<file path="src/hw/rtl/lsbbp_pkg.sv">
// Shared types and constants of the LSB-first bit packer.
`timescale 1ns / 1ps

package lsbbp_pkg;

	localparam int MAX_FIELD_BITS = 32;
	localparam int CODE_W         = 32;
	localparam int COUNT_W        = 6;
	localparam int BYTE_W         = 8;
	localparam int POS_W          = 3;
	localparam int MAX_BYTES      = 4;
	localparam int NBYTES_W       = 3;
	localparam int INDEX_W        = 32;
	localparam int ACC_W          = CODE_W + BYTE_W;
	localparam int IN_DATA_W      = 40;
	localparam int OUT_DATA_W     = 40;
	localparam int QUEUE_DEPTH    = 2;

	typedef enum logic [1:0] {
		OP_PUT_BIT  = 2'd0,
		OP_PUT_BITS = 2'd1,
		OP_ALIGN    = 2'd2,
		OP_PUT_BYTE = 2'd3
	} op_t;

	// Bytes that one item completes, the first one in the lowest bits.
	typedef struct packed {
		logic [MAX_BYTES*BYTE_W-1:0] bytes;
		logic [NBYTES_W-1:0]         nbytes;
	} job_t;

endpackage

</file>
<file path="src/hw/rtl/lsbbp_front.sv">
// Front end: accepts items, packs their bits and hands completed bytes on as jobs.
`timescale 1ns / 1ps

module lsbbp_front (
	input  logic                                 clk,
	input  logic                                 arst_n,
	input  logic                                 in_valid,
	output logic                                 in_ready,
	input  lsbbp_pkg::op_t                       op,
	input  logic                                 bit_in,
	input  logic [lsbbp_pkg::CODE_W-1:0]         code_value,
	input  logic [lsbbp_pkg::COUNT_W-1:0]        bit_count,
	input  logic                                 queue_full,
	output logic                                 push,
	output lsbbp_pkg::job_t                      push_job
);

	logic [lsbbp_pkg::BYTE_W-1:0]   part_q;
	logic [lsbbp_pkg::POS_W-1:0]    pos_q;
	logic [lsbbp_pkg::BYTE_W-1:0]   part_next;
	logic [lsbbp_pkg::POS_W-1:0]    pos_next;
	logic [lsbbp_pkg::COUNT_W-1:0]  cnt_clamped;
	logic [lsbbp_pkg::CODE_W-1:0]   code_mask;
	logic [lsbbp_pkg::ACC_W-1:0]    acc;
	logic [lsbbp_pkg::COUNT_W-1:0]  total;
	logic [lsbbp_pkg::BYTE_W-1:0]   bit_set;
	logic                           accept;

	assign in_ready = !queue_full;
	assign accept   = in_valid && in_ready;

	assign cnt_clamped = (bit_count > lsbbp_pkg::COUNT_W'(lsbbp_pkg::MAX_FIELD_BITS)) ?
		lsbbp_pkg::COUNT_W'(lsbbp_pkg::MAX_FIELD_BITS) : bit_count;
	assign code_mask = (cnt_clamped >= lsbbp_pkg::COUNT_W'(lsbbp_pkg::CODE_W)) ?
		{lsbbp_pkg::CODE_W{1'b1}} : ~({lsbbp_pkg::CODE_W{1'b1}} << cnt_clamped);
	assign acc = {{lsbbp_pkg::CODE_W{1'b0}}, part_q} |
		({{lsbbp_pkg::BYTE_W{1'b0}}, code_value & code_mask} << pos_q);
	assign total = lsbbp_pkg::COUNT_W'(pos_q) + cnt_clamped;
	// Bits at and above the write position are always zero, so an OR suffices.
	assign bit_set = part_q | (lsbbp_pkg::BYTE_W'(bit_in) << pos_q);

	always_comb begin
		part_next       = part_q;
		pos_next        = pos_q;
		push_job.bytes  = '0;
		push_job.nbytes = '0;
		unique case (op)
			lsbbp_pkg::OP_PUT_BIT: begin
				if (pos_q == {lsbbp_pkg::POS_W{1'b1}}) begin
					push_job.bytes  = {{(lsbbp_pkg::MAX_BYTES-1)*lsbbp_pkg::BYTE_W{1'b0}}, bit_set};
					push_job.nbytes = lsbbp_pkg::NBYTES_W'(1);
					part_next       = '0;
					pos_next        = '0;
				end else begin
					part_next = bit_set;
					pos_next  = pos_q + lsbbp_pkg::POS_W'(1);
				end
			end
			lsbbp_pkg::OP_PUT_BITS: begin
				// A zero count leaves total equal to the position, so nothing is emitted.
				push_job.bytes  = acc[lsbbp_pkg::MAX_BYTES*lsbbp_pkg::BYTE_W-1:0];
				push_job.nbytes = total[lsbbp_pkg::COUNT_W-1:lsbbp_pkg::POS_W];
				pos_next        = total[lsbbp_pkg::POS_W-1:0];
				case (total[lsbbp_pkg::COUNT_W-1:lsbbp_pkg::POS_W])
					3'd0:    part_next = acc[7:0];
					3'd1:    part_next = acc[15:8];
					3'd2:    part_next = acc[23:16];
					3'd3:    part_next = acc[31:24];
					default: part_next = acc[39:32];
				endcase
			end
			lsbbp_pkg::OP_ALIGN: begin
				if (pos_q != '0) begin
					push_job.bytes  = {{(lsbbp_pkg::MAX_BYTES-1)*lsbbp_pkg::BYTE_W{1'b0}}, part_q};
					push_job.nbytes = lsbbp_pkg::NBYTES_W'(1);
					part_next       = '0;
					pos_next        = '0;
				end
			end
			default: begin
				push_job.bytes  = {{(lsbbp_pkg::MAX_BYTES-1)*lsbbp_pkg::BYTE_W{1'b0}},
					code_value[lsbbp_pkg::BYTE_W-1:0]};
				push_job.nbytes = lsbbp_pkg::NBYTES_W'(1);
				part_next       = '0;
				pos_next        = '0;
			end
		endcase
	end

	assign push = accept && (push_job.nbytes != '0);

	always_ff @(posedge clk or negedge arst_n) begin
		if (!arst_n) begin
			part_q <= '0;
			pos_q  <= '0;
		end else if (accept) begin
			part_q <= part_next;
			pos_q  <= pos_next;
		end
	end

endmodule

</file>
<file path="src/hw/rtl/lsbbp_queue.sv">
// Short job queue between the packing front end and the byte emitter.
`timescale 1ns / 1ps

module lsbbp_queue (
	input  logic            clk,
	input  logic            arst_n,
	input  logic            push,
	input  lsbbp_pkg::job_t push_job,
	output logic            full,
	input  logic            pop,
	output logic            pop_valid,
	output lsbbp_pkg::job_t pop_job
);

	localparam int PTR_W = $clog2(lsbbp_pkg::QUEUE_DEPTH);
	localparam int CNT_W = $clog2(lsbbp_pkg::QUEUE_DEPTH + 1);

	lsbbp_pkg::job_t  mem [lsbbp_pkg::QUEUE_DEPTH];
	logic [PTR_W-1:0] wr_ptr_q;
	logic [PTR_W-1:0] rd_ptr_q;
	logic [CNT_W-1:0] count_q;
	logic             do_pop;

	assign full      = (count_q == CNT_W'(lsbbp_pkg::QUEUE_DEPTH));
	assign pop_valid = (count_q != '0);
	assign pop_job   = mem[rd_ptr_q];
	assign do_pop    = pop && pop_valid;

	always_ff @(posedge clk) begin
		if (push) begin
			mem[wr_ptr_q] <= push_job;
		end
	end

	always_ff @(posedge clk or negedge arst_n) begin
		if (!arst_n) begin
			wr_ptr_q <= '0;
			rd_ptr_q <= '0;
			count_q  <= '0;
		end else begin
			if (push) begin
				wr_ptr_q <= (wr_ptr_q == PTR_W'(lsbbp_pkg::QUEUE_DEPTH - 1)) ?
					'0 : wr_ptr_q + PTR_W'(1);
			end
			if (do_pop) begin
				rd_ptr_q <= (rd_ptr_q == PTR_W'(lsbbp_pkg::QUEUE_DEPTH - 1)) ?
					'0 : rd_ptr_q + PTR_W'(1);
			end
			if (push && !do_pop) begin
				count_q <= count_q + CNT_W'(1);
			end else if (do_pop && !push) begin
				count_q <= count_q - CNT_W'(1);
			end
		end
	end

	a_count_bound: assert property (@(posedge clk) disable iff (!arst_n)
		count_q <= CNT_W'(lsbbp_pkg::QUEUE_DEPTH))
		else $error("job queue holds more entries than it has");

	a_no_overflow: assert property (@(posedge clk) disable iff (!arst_n)
		full && !do_pop |-> !push)
		else $error("job written into a full queue");

	a_count_grows: assert property (@(posedge clk) disable iff (!arst_n)
		push && !do_pop |=> count_q == $past(count_q) + CNT_W'(1))
		else $error("queue fill count missed a write");

endmodule

</file>
<file path="src/hw/rtl/lsbbp_back.sv">
// Back end: emits the bytes of each job in turn with their running stream index.
`timescale 1ns / 1ps

module lsbbp_back (
	input  logic                                clk,
	input  logic                                arst_n,
	input  logic                                job_valid,
	input  lsbbp_pkg::job_t                     job,
	output logic                                pop,
	output logic                                out_valid,
	input  logic                                out_ready,
	output logic [lsbbp_pkg::BYTE_W-1:0]        out_byte,
	output logic [lsbbp_pkg::INDEX_W-1:0]       byte_index,
	output logic                                out_last
);

	logic [lsbbp_pkg::MAX_BYTES*lsbbp_pkg::BYTE_W-1:0] cur_bytes_q;
	logic [lsbbp_pkg::NBYTES_W-1:0]                    cur_cnt_q;
	logic [lsbbp_pkg::INDEX_W-1:0]                     idx_q;
	logic                                              out_valid_q;
	logic [lsbbp_pkg::BYTE_W-1:0]                      out_byte_q;
	logic [lsbbp_pkg::INDEX_W-1:0]                     out_index_q;
	logic                                              out_last_q;
	logic                                              slot_free;
	logic                                              load;
	logic                                              cur_done;

	assign slot_free = out_ready || !out_valid_q;
	assign load      = slot_free && (cur_cnt_q != '0);
	// The current job is finished once its last byte moves into the output register.
	assign cur_done  = (cur_cnt_q == '0) ||
		(load && cur_cnt_q == lsbbp_pkg::NBYTES_W'(1));
	assign pop       = job_valid && cur_done;

	assign out_valid  = out_valid_q;
	assign out_byte   = out_byte_q;
	assign byte_index = out_index_q;
	assign out_last   = out_last_q;

	always_ff @(posedge clk or negedge arst_n) begin
		if (!arst_n) begin
			cur_cnt_q   <= '0;
			idx_q       <= '0;
			out_valid_q <= 1'b0;
		end else begin
			if (pop) begin
				cur_cnt_q <= job.nbytes;
			end else if (load) begin
				cur_cnt_q <= cur_cnt_q - lsbbp_pkg::NBYTES_W'(1);
			end
			if (load) begin
				idx_q       <= idx_q + lsbbp_pkg::INDEX_W'(1);
				out_valid_q <= 1'b1;
			end else if (out_ready) begin
				out_valid_q <= 1'b0;
			end
		end
	end

	always_ff @(posedge clk) begin
		if (pop) begin
			cur_bytes_q <= job.bytes;
		end else if (load) begin
			cur_bytes_q <= cur_bytes_q >> lsbbp_pkg::BYTE_W;
		end
		if (load) begin
			out_byte_q  <= cur_bytes_q[lsbbp_pkg::BYTE_W-1:0];
			out_index_q <= idx_q;
			out_last_q  <= (cur_cnt_q == lsbbp_pkg::NBYTES_W'(1));
		end
	end

	a_cnt_bound: assert property (@(posedge clk) disable iff (!arst_n)
		cur_cnt_q <= lsbbp_pkg::NBYTES_W'(lsbbp_pkg::MAX_BYTES))
		else $error("current job holds more bytes than an item can complete");

	a_index_step: assert property (@(posedge clk) disable iff (!arst_n)
		load |=> out_valid_q && out_index_q == idx_q - lsbbp_pkg::INDEX_W'(1))
		else $error("byte index did not advance by one per emitted byte");

	a_pop_when_idle: assert property (@(posedge clk) disable iff (!arst_n)
		pop |=> cur_cnt_q != '0)
		else $error("empty job taken from the queue");

endmodule

</file>
<file path="src/hw/rtl/lsb_first_bit_packer.sv">
// Top level of the LSB-first bit packer: stream ports around front end, queue and emitter.
`timescale 1ns / 1ps

// Bits are packed least-significant first into bytes, and every completed byte leaves on
// the master stream with its running 32-bit stream index; the final byte that an item
// completes carries tlast. The slave side takes one item per cycle while the two-entry job
// queue has room, so items that complete no byte pass at full clock rate. The emitter
// sends one byte per cycle while the master side is ready; an item completes zero to
// four bytes, with four for a 32-bit code that straddles five byte lanes. An accepted
// item's bytes pass via the job queue and the current-job register to the output register.
module lsb_first_bit_packer (
	input  logic        clk,
	input  logic        arst_n,
	input  logic        s_axis_tvalid,
	output logic        s_axis_tready,
	input  logic [39:0] s_axis_tdata,  // bit_in[0], code_value[32:1], bit_count[38:33], zero pad
	input  logic [1:0]  s_axis_tuser,  // op[1:0]
	output logic        m_axis_tvalid,
	input  logic        m_axis_tready,
	output logic [39:0] m_axis_tdata,  // out_byte[7:0], byte_index[39:8]
	output logic        m_axis_tlast   // last
);

	logic            queue_full;
	logic            push;
	lsbbp_pkg::job_t push_job;
	logic            pop;
	logic            pop_valid;
	lsbbp_pkg::job_t pop_job;
	logic [7:0]      out_byte;
	logic [31:0]     byte_index;

	lsbbp_front u_front (
		.clk        (clk),
		.arst_n     (arst_n),
		.in_valid   (s_axis_tvalid),
		.in_ready   (s_axis_tready),
		.op         (lsbbp_pkg::op_t'(s_axis_tuser)),
		.bit_in     (s_axis_tdata[0]),
		.code_value (s_axis_tdata[32:1]),
		.bit_count  (s_axis_tdata[38:33]),
		.queue_full (queue_full),
		.push       (push),
		.push_job   (push_job)
	);

	lsbbp_queue u_queue (
		.clk       (clk),
		.arst_n    (arst_n),
		.push      (push),
		.push_job  (push_job),
		.full      (queue_full),
		.pop       (pop),
		.pop_valid (pop_valid),
		.pop_job   (pop_job)
	);

	lsbbp_back u_back (
		.clk        (clk),
		.arst_n     (arst_n),
		.job_valid  (pop_valid),
		.job        (pop_job),
		.pop        (pop),
		.out_valid  (m_axis_tvalid),
		.out_ready  (m_axis_tready),
		.out_byte   (out_byte),
		.byte_index (byte_index),
		.out_last   (m_axis_tlast)
	);

	assign m_axis_tdata = {byte_index, out_byte};

endmodule
</file>
<file path="config.mk">
export PLATFORM = sky130hd
export DESIGN_NAME = lsb_first_bit_packer
export DESIGN_NICKNAME = d
export VERILOG_FILES = /design/src/hw/rtl/lsbbp_pkg.sv /design/src/hw/rtl/lsbbp_front.sv /design/src/hw/rtl/lsbbp_queue.sv /design/src/hw/rtl/lsbbp_back.sv /design/src/hw/rtl/lsb_first_bit_packer.sv
export SDC_FILE = /design/constraint.sdc
export NUM_CORES = 1
export LEC_CHECK = 0
export ABC_AREA = 1
export BUFFER_PORTS_ARGS = -buffer_cell sky130_fd_sc_hd__buf_2
export CAP_MARGIN = 5
export CORE_MARGIN = 3
export CORE_UTILIZATION = 60
export CTS_CLUSTER_SIZE = 12
export DETAILED_ROUTE_END_ITERATION = 8
export PLACE_DENSITY = 0.85
export REMOVE_ABC_BUFFERS = 1
export SKIP_LAST_GASP = 1
export SLEW_MARGIN = 20
export SYNTH_ARGS = -nofsm -noshare
export SYNTH_HDL_FRONTEND = slang
export SYNTH_SLANG_ARGS = --single-unit
export TNS_END_PERCENT = 100
</file>
<file path="constraint.sdc">
create_clock -name clk -period 5.95 [get_ports clk]
set_clock_uncertainty 0.2 [all_clocks]
set_input_delay 0.595 -clock clk [delete_from_list [all_inputs] [get_ports clk]]
set_output_delay 0.595 -clock clk [all_outputs]
set_load 0.01 [all_outputs]
</file>
# ---- Yosys cells after proc, flatten, opt, wreduce, memory -nomap -nowiden
# Memory sizes are Yosys's and may differ from the RTL's.
# Index checks and enable logic that the tools add are counted.
dict set report op_classes {
  shifts 3
  n_mux 24
  add_sub_neg 8
  eq_ne 9
  magnitude_cmp 2
  n_bitwise 4
  div 0
  n_reduce_logical 25
  mul 0
}
# cell n
set ops {}
lappend ops {{$pmux 35 s3} 1}
lappend ops {{$mux 32} 3}
lappend ops {{$or 8x40->40} 1}
lappend ops {{$shl 32x3->40} 1}
lappend ops {{$add 32x1->32 const B} 1}
lappend ops {{$and 32x32->32} 1}
lappend ops {{$not 32->32} 1}
lappend ops {{$pmux 8 s4} 1}
lappend ops {{$shl 32x6->32 const A} 1}
lappend ops {{$pmux 8 s3} 1}
lappend ops {{$mux 11} 2}
lappend ops {{$mux 8} 2}
lappend ops {{$mux 3} 4}
lappend ops {{$pmux 3 s3} 1}
lappend ops {{$reduce_bool 3->1} 3}
lappend ops {{$logic_and 1x1->1} 8}
lappend ops {{$or 8x8->8} 1}
lappend ops {{$reduce_bool 2->1} 4}
lappend ops {{$shl 1x3->8} 1}
lappend ops {{$add 3x6->6} 1}
lappend ops {{$eq 3x1->1 const B} 2}
lappend ops {{$eq 3x2->1 const B} 2}
lappend ops {{$ge 6x6->1 const B} 1}
lappend ops {{$gt 6x6->1 const B} 1}
lappend ops {{other kinds (17)} 30}
dict set report totals {
  ramBits 70
  out_inout_bits 43
  romBits 0
  regBits 124
  memories 1
  latchBits 0
  word_cells 88
}
# memory depth word_bits rd rd_clocked_by_memory_dff write_ports line_no
set memory_table {}
lappend memory_table {u_queue.mem 2 35 1 0 1 lsbbp_queue.sv:18} ;# lsbbp_pkg::job_t mem [lsbbp_pkg::QUEUE_DEPTH];

# ---- Depth between registers and ports, before layout
dict set report depth {
  ltp_word 15
  mapped_depth 22
  depth_no_buf 22
}

# ---- Hierarchy
# A second synthesis with hierarchy kept.
dict set report hier_totals {
  hier_cells 1268
  hier_area_um2 10961.8
}
# mod seq_area_each_um2 n_inst area_per_inst_um2 cells_each
set modules_own_cells {}
lappend modules_own_cells {lsbbp_back 3093.0 1 4724.5 437}
lappend modules_own_cells {lsbbp_front 275.3 1 3412.0 621}
lappend modules_own_cells {lsbbp_queue 2202.1 1 2825.2 210}

# ---- Worst setup path after synthesis
# OpenSTA, ideal clock, no wires.
dict set report synth_path {
  path_kind {input port to flip-flop}
  startpoint {input port s_axis_tdata[38]}
  endpoint {memory u_queue.mem[1][0] in the netlist's numbering, enable pin}
  slack_ns 1.501
  stages 15
  t_arrival_ns 3.820
  path_cell_list {buf_2 nand2_1 nand2_1 inv_1 ha_1 inv_1 fa_1 or2_2 nand2_1 nand2_1 nand2_1 nand2_2 a21oi_1 o21ai_0 nor2_1}
}
dict set report synth_via {
  elab_chain_cells 8
}
# item line_no
set synth_rtl {}
lappend synth_rtl {{from (decl)} lsb_first_bit_packer.sv:16} ;# input logic [39:0] s_axis_tdata,
lappend synth_rtl {{$gt 6x6->1} lsbbp_front.sv:32} ;# assign cnt_clamped = (bit_count > lsbbp_pkg::COUNT_W'(lsbbp_pkg::MAX_FIELD_BITS)) ?
lappend synth_rtl {{$mux 6 *} lsbbp_front.sv:32}
lappend synth_rtl {{$add 3x6->6 *} lsbbp_front.sv:38} ;# assign total = lsbbp_pkg::COUNT_W'(pos_q) + cnt_clamped;
lappend synth_rtl {{$pmux 35 s3 *} lsbbp_front.sv:47} ;# unique case (op)
lappend synth_rtl {{$reduce_bool 3->1 *} lsbbp_front.sv:90} ;# assign push = accept && (push_job.nbytes != '0);
lappend synth_rtl {{$logic_and 1x1->1 *} lsbbp_front.sv:90}
lappend synth_rtl {{$mux 1 *} lsbbp_queue.sv:30} ;# if (push) begin
lappend synth_rtl {{$mux 1 (not written as such) *} lsbbp_queue.sv:31} ;# mem[wr_ptr_q] <= push_job;
lappend synth_rtl {{to (decl)} lsbbp_queue.sv:18}
# Every way passes the cells marked *; elsewhere a longest branch is shown, timed or not.

# ---- Final worst setup path
dict set report layout_path {
  startpoint {register u_front.pos_q[0] in the netlist's numbering}
  endpoint {register u_queue.count_q[1]}
}
dict set report layout_via {
  elab_chain_cells 8
}
# item line_no
set layout_rtl {}
lappend layout_rtl {{from (decl)} lsbbp_front.sv:19} ;# logic [lsbbp_pkg::POS_W-1:0] pos_q;
lappend layout_rtl {{from (signal assigned)} lsbbp_front.sv:98} ;# pos_q <= pos_next;
lappend layout_rtl {{parallel branches: the longest is 2 deep, another holds $add 3x6->6} n/a}
lappend layout_rtl {{$pmux 35 s3 *} lsbbp_front.sv:47}
lappend layout_rtl {{$reduce_bool 3->1 *} lsbbp_front.sv:90}
lappend layout_rtl {{$logic_and 1x1->1 *} lsbbp_front.sv:90}
lappend layout_rtl {{via push} lsb_first_bit_packer.sv:25} ;# logic push;
lappend layout_rtl {{$logic_not 1->1} lsbbp_queue.sv:51} ;# end else if (do_pop && !push) begin
lappend layout_rtl {{$logic_and 1x1->1} lsbbp_queue.sv:51}
lappend layout_rtl {{$reduce_bool 2->1 (no source line)} n/a}
lappend layout_rtl {{to (signal assigned)} lsbbp_queue.sv:50} ;# count_q <= count_q + CNT_W'(1);
lappend layout_rtl {{to (signal assigned)} lsbbp_queue.sv:52} ;# count_q <= count_q - CNT_W'(1);
lappend layout_rtl {{to (decl)} lsbbp_queue.sv:21} ;# logic [CNT_W-1:0] count_q;
# Mark *: on every way through the listed nets, which the timed path passes.
# A chain may end at the register's enable or synchronous reset.

==> impl_metrics.tcl <==
set metrics [dict create \
    clock_path_buffers 2 \
    core-area_sq_um 16100 \
    ys_types 46 \
    drv_cap 0 \
    hold_viol_final 0 \
    syn2layout_area_growth_pct 12.9 \
    fin_cells 1410 \
    status "completed" \
    initial_core_util 0.622 \
    yosys_warnings 0 \
    grt_max_degree 52 \
    maxSlewViolCount 0 \
    hold_path_class "input port to asynchronous set/reset pin" \
    cts_resized 0 \
    wl_met3_microns 1860 \
    fp.dieArea_sq_um 18200 \
    cts-buffers-inserted 17 \
    seq_area_frac_synth 0.558 \
    r2r_start "u_front.pos_q[0]" \
    critPathKind "register to register" \
    drtAntennaViolNets 0 \
    crit_start "u_front.pos_q[0]" \
    synth_enable_flop_cells 143 \
    reg2regPathDepth 15 \
    worst_setup_path_start_kind "register" \
    clockRootBuffer "clkbuf_16" \
    drcViolationCount 0 \
    leakage_nw 4.90 \
    cts-hold-fix-buffers 0 \
    port_buffers 87 \
    nNetsFinal 1239 \
    finalWeightedCongestion 0.964 \
    avgSynthCellArea_sq_um 9.03 \
    dieWidth_microns 135 \
    cts.reportedPaths.clkPinSlew_ps 80 \
    cts_tree "built" \
    place_hpwl_microns 17700 \
    rows 46 \
    insertion_delay_ps 440 \
    synthTopCellsByArea "edfxtp_1, dfrtp_1, nand2_1" \
    finalSetupViolCount 0 \
    fin_crit_sh 0.712 \
    wl_per_cell_microns 18.2 \
    cp.arrival_ps 4350 \
    netlist_area_sq_um 9980 \
    diodes 0 \
    synthFlopType "edfxtp_1" \
    viasPerCell 5.94 \
    yosysTopAreaCell "edfxtp_1" \
    synth_common_cells "nand2_1, nand3_1, edfxtp_1, inv_1, nor2_1" \
    netlist_instances 1106 \
    antenna_found_initial 0 \
    vias 8373 \
    rsz0062_at_grt "no" \
    cts_sinks 194 \
    dp.cells 1378 \
    drtPass1Iterations 8 \
    fin_crit_ps 4240 \
    r2r_slack_ps 1710 \
    r2r_end "u_queue.count_q[1]" \
    drt_iter0_drc 1060 \
    yosysMostFrequentCell "nand2_1" \
    end_kind "register" \
    tightest_slew_ps 971 \
    grt_pass1_wl_microns 40700 \
    highest_layer "met4" \
    async_flop_share 0.263 \
    wl_met2_microns 12300 \
    fill_cells 1180 \
    tns_ps 0 \
    synth_top_area_frac 0.430 \
    routedLengthMet1_microns 10700 \
    drive_above_1_share 0.139 \
    top_level_ports 89 \
    vdd_drop_max_uv 286 \
    overflow 0 \
    track_usage 0.285 \
    dieHeight_microns 135 \
    max_freq_mhz 236 \
    cts_max_level 4 \
    p_per_area_nw_per_um2 491 \
    ys_ff_latch 194 \
    maxSlewHeadroom 0.353 \
    path_max_fanout 22 \
    postCtsSetupRepairBufs 0 \
    required_ps 6060 \
    wl_microns 25600 \
    grt_pass1_vias 7853 \
]
-- power by group --
part	total (mW)	internal (mW)	leakage, nW	switching (mW)
Clock	1.17	0.612	0.303	0.562
Sequential	2.21	2.03	2.00	0.183
Combinational	2.15	0.630	2.59	1.52
-- layout make-up --
type / instances / area, sq um / area share
Multi-Input combinational cell: 778 / 3910 / 0.347
Clock inverter: 15 / 214 / 0.0190
Timing Repair Buffer: 103 / 556 / 0.0493
Tap cell: 216 / 270 / 0.0240
Clock buffer: 17 / 425 / 0.0377
Sequential cell: 194 / 5570 / 0.494
Inverter: 87 / 327 / 0.0290
-- per-stage QoR --
step / util / hold slack, ps / cell area [sq um] / total power, mW / setup WS [ps]
6_report: 0.702 / 59.5 / 11300 / 5.53 / 1710
4_1_cts: 0.702 / 77.1 / 11300 / 5.52 / 1790
3_3_place_gp: 0.662 / 201 / 10600 / 4.25 / 2010
5_1_grt: 0.702 / 98.7 / 11300 / 5.86 / 1530
2_1_floorplan: - / 99.4 / 9800 / 3.59 / 915
3_5_place_dp: 0.662 / 205 / 10600 / 4.32 / 1880
-- worst max-delay path: stages (launching register included) --
cell	delay, ps
dfrtp_1	870
buf_4	340
ha_1	190
inv_1	50
fa_1	380
or2_2	320
nand2_1	90
nand2_1	70
nand2_2	140
a21oi_1	90
o21ai_0	390
inv_1	140
ha_1	370
a21oi_1	160
o21ai_0	150
xnor2_1	150
-- cells by family after synthesis --
kind of cell | share of synthesized area
XOR/XNOR | 0.0325
AND/OR/NAND/NOR | 0.263
AO/OA/AOI/OAI | 0.0797
flip-flops | 0.558
buffers and inverters | 0.0516
adder cells (fa/ha/maj) | 0.0158
-- worst max-delay path by stage --
stage                              end  slack [ps]  cells after the start
global route        u_queue.count_q[1]        1530                     15
global placement    u_queue.count_q[1]        2010                     15
detailed placement  u_queue.count_q[1]        1880                     15
floorplan            u_queue.mem[1][0]         920                     10
CTS                 u_queue.count_q[1]        1790                     15
finish              u_queue.count_q[1]        1710                     15
-- cells in the final DEF, fill, tap and decap left out, drive strengths merged, types with 2 or more instances in the layout --
| cell | n |
|---|---|
| nor3 | 16 |
| a31oi | 26 |
| edfxtp | 143 |
| dfrtp | 51 |
| buf | 103 |
| xor2 | 25 |
| or2 | 2 |
| o2111ai | 5 |
| nand3 | 151 |
| o21a | 3 |
| o221ai | 3 |
| ha | 11 |
| o21ai | 37 |
| nand4 | 23 |
| clkinv | 11 |
| nand2 | 308 |
| clkbuf | 17 |
| nor4 | 5 |
| a21boi | 3 |
| o211ai | 4 |
| nor2 | 85 |
| a21oi | 48 |
| a22oi | 3 |
| inv | 89 |
| xnor2 | 12 |
-- flip-flops by register name, indices dropped and copies added (netlist names) --
register	flops
u_back.idx_q	32
u_queue.mem	70
u_front.pos_q	3
u_back.out_valid	1
u_back.byte_index	32
u_queue.count_q	2
u_back.cur_bytes_q	32
u_queue.wr_ptr_q	1
u_queue.rd_ptr_q	1
u_back.out_last	1
u_front.part_q	8
u_back.out_byte	8
u_back.cur_cnt_q	3
-- routing by layer --
layer | global-route usage | vias to the layer above
met2 | 0.443 | 405
met1 | 0.408 | 3954
met3 | 0.0425 | 65
met4 | 0.120 | 0
met5 | 0 | -
li1 | - | 3949
Power figures use the tool's default switching activity.
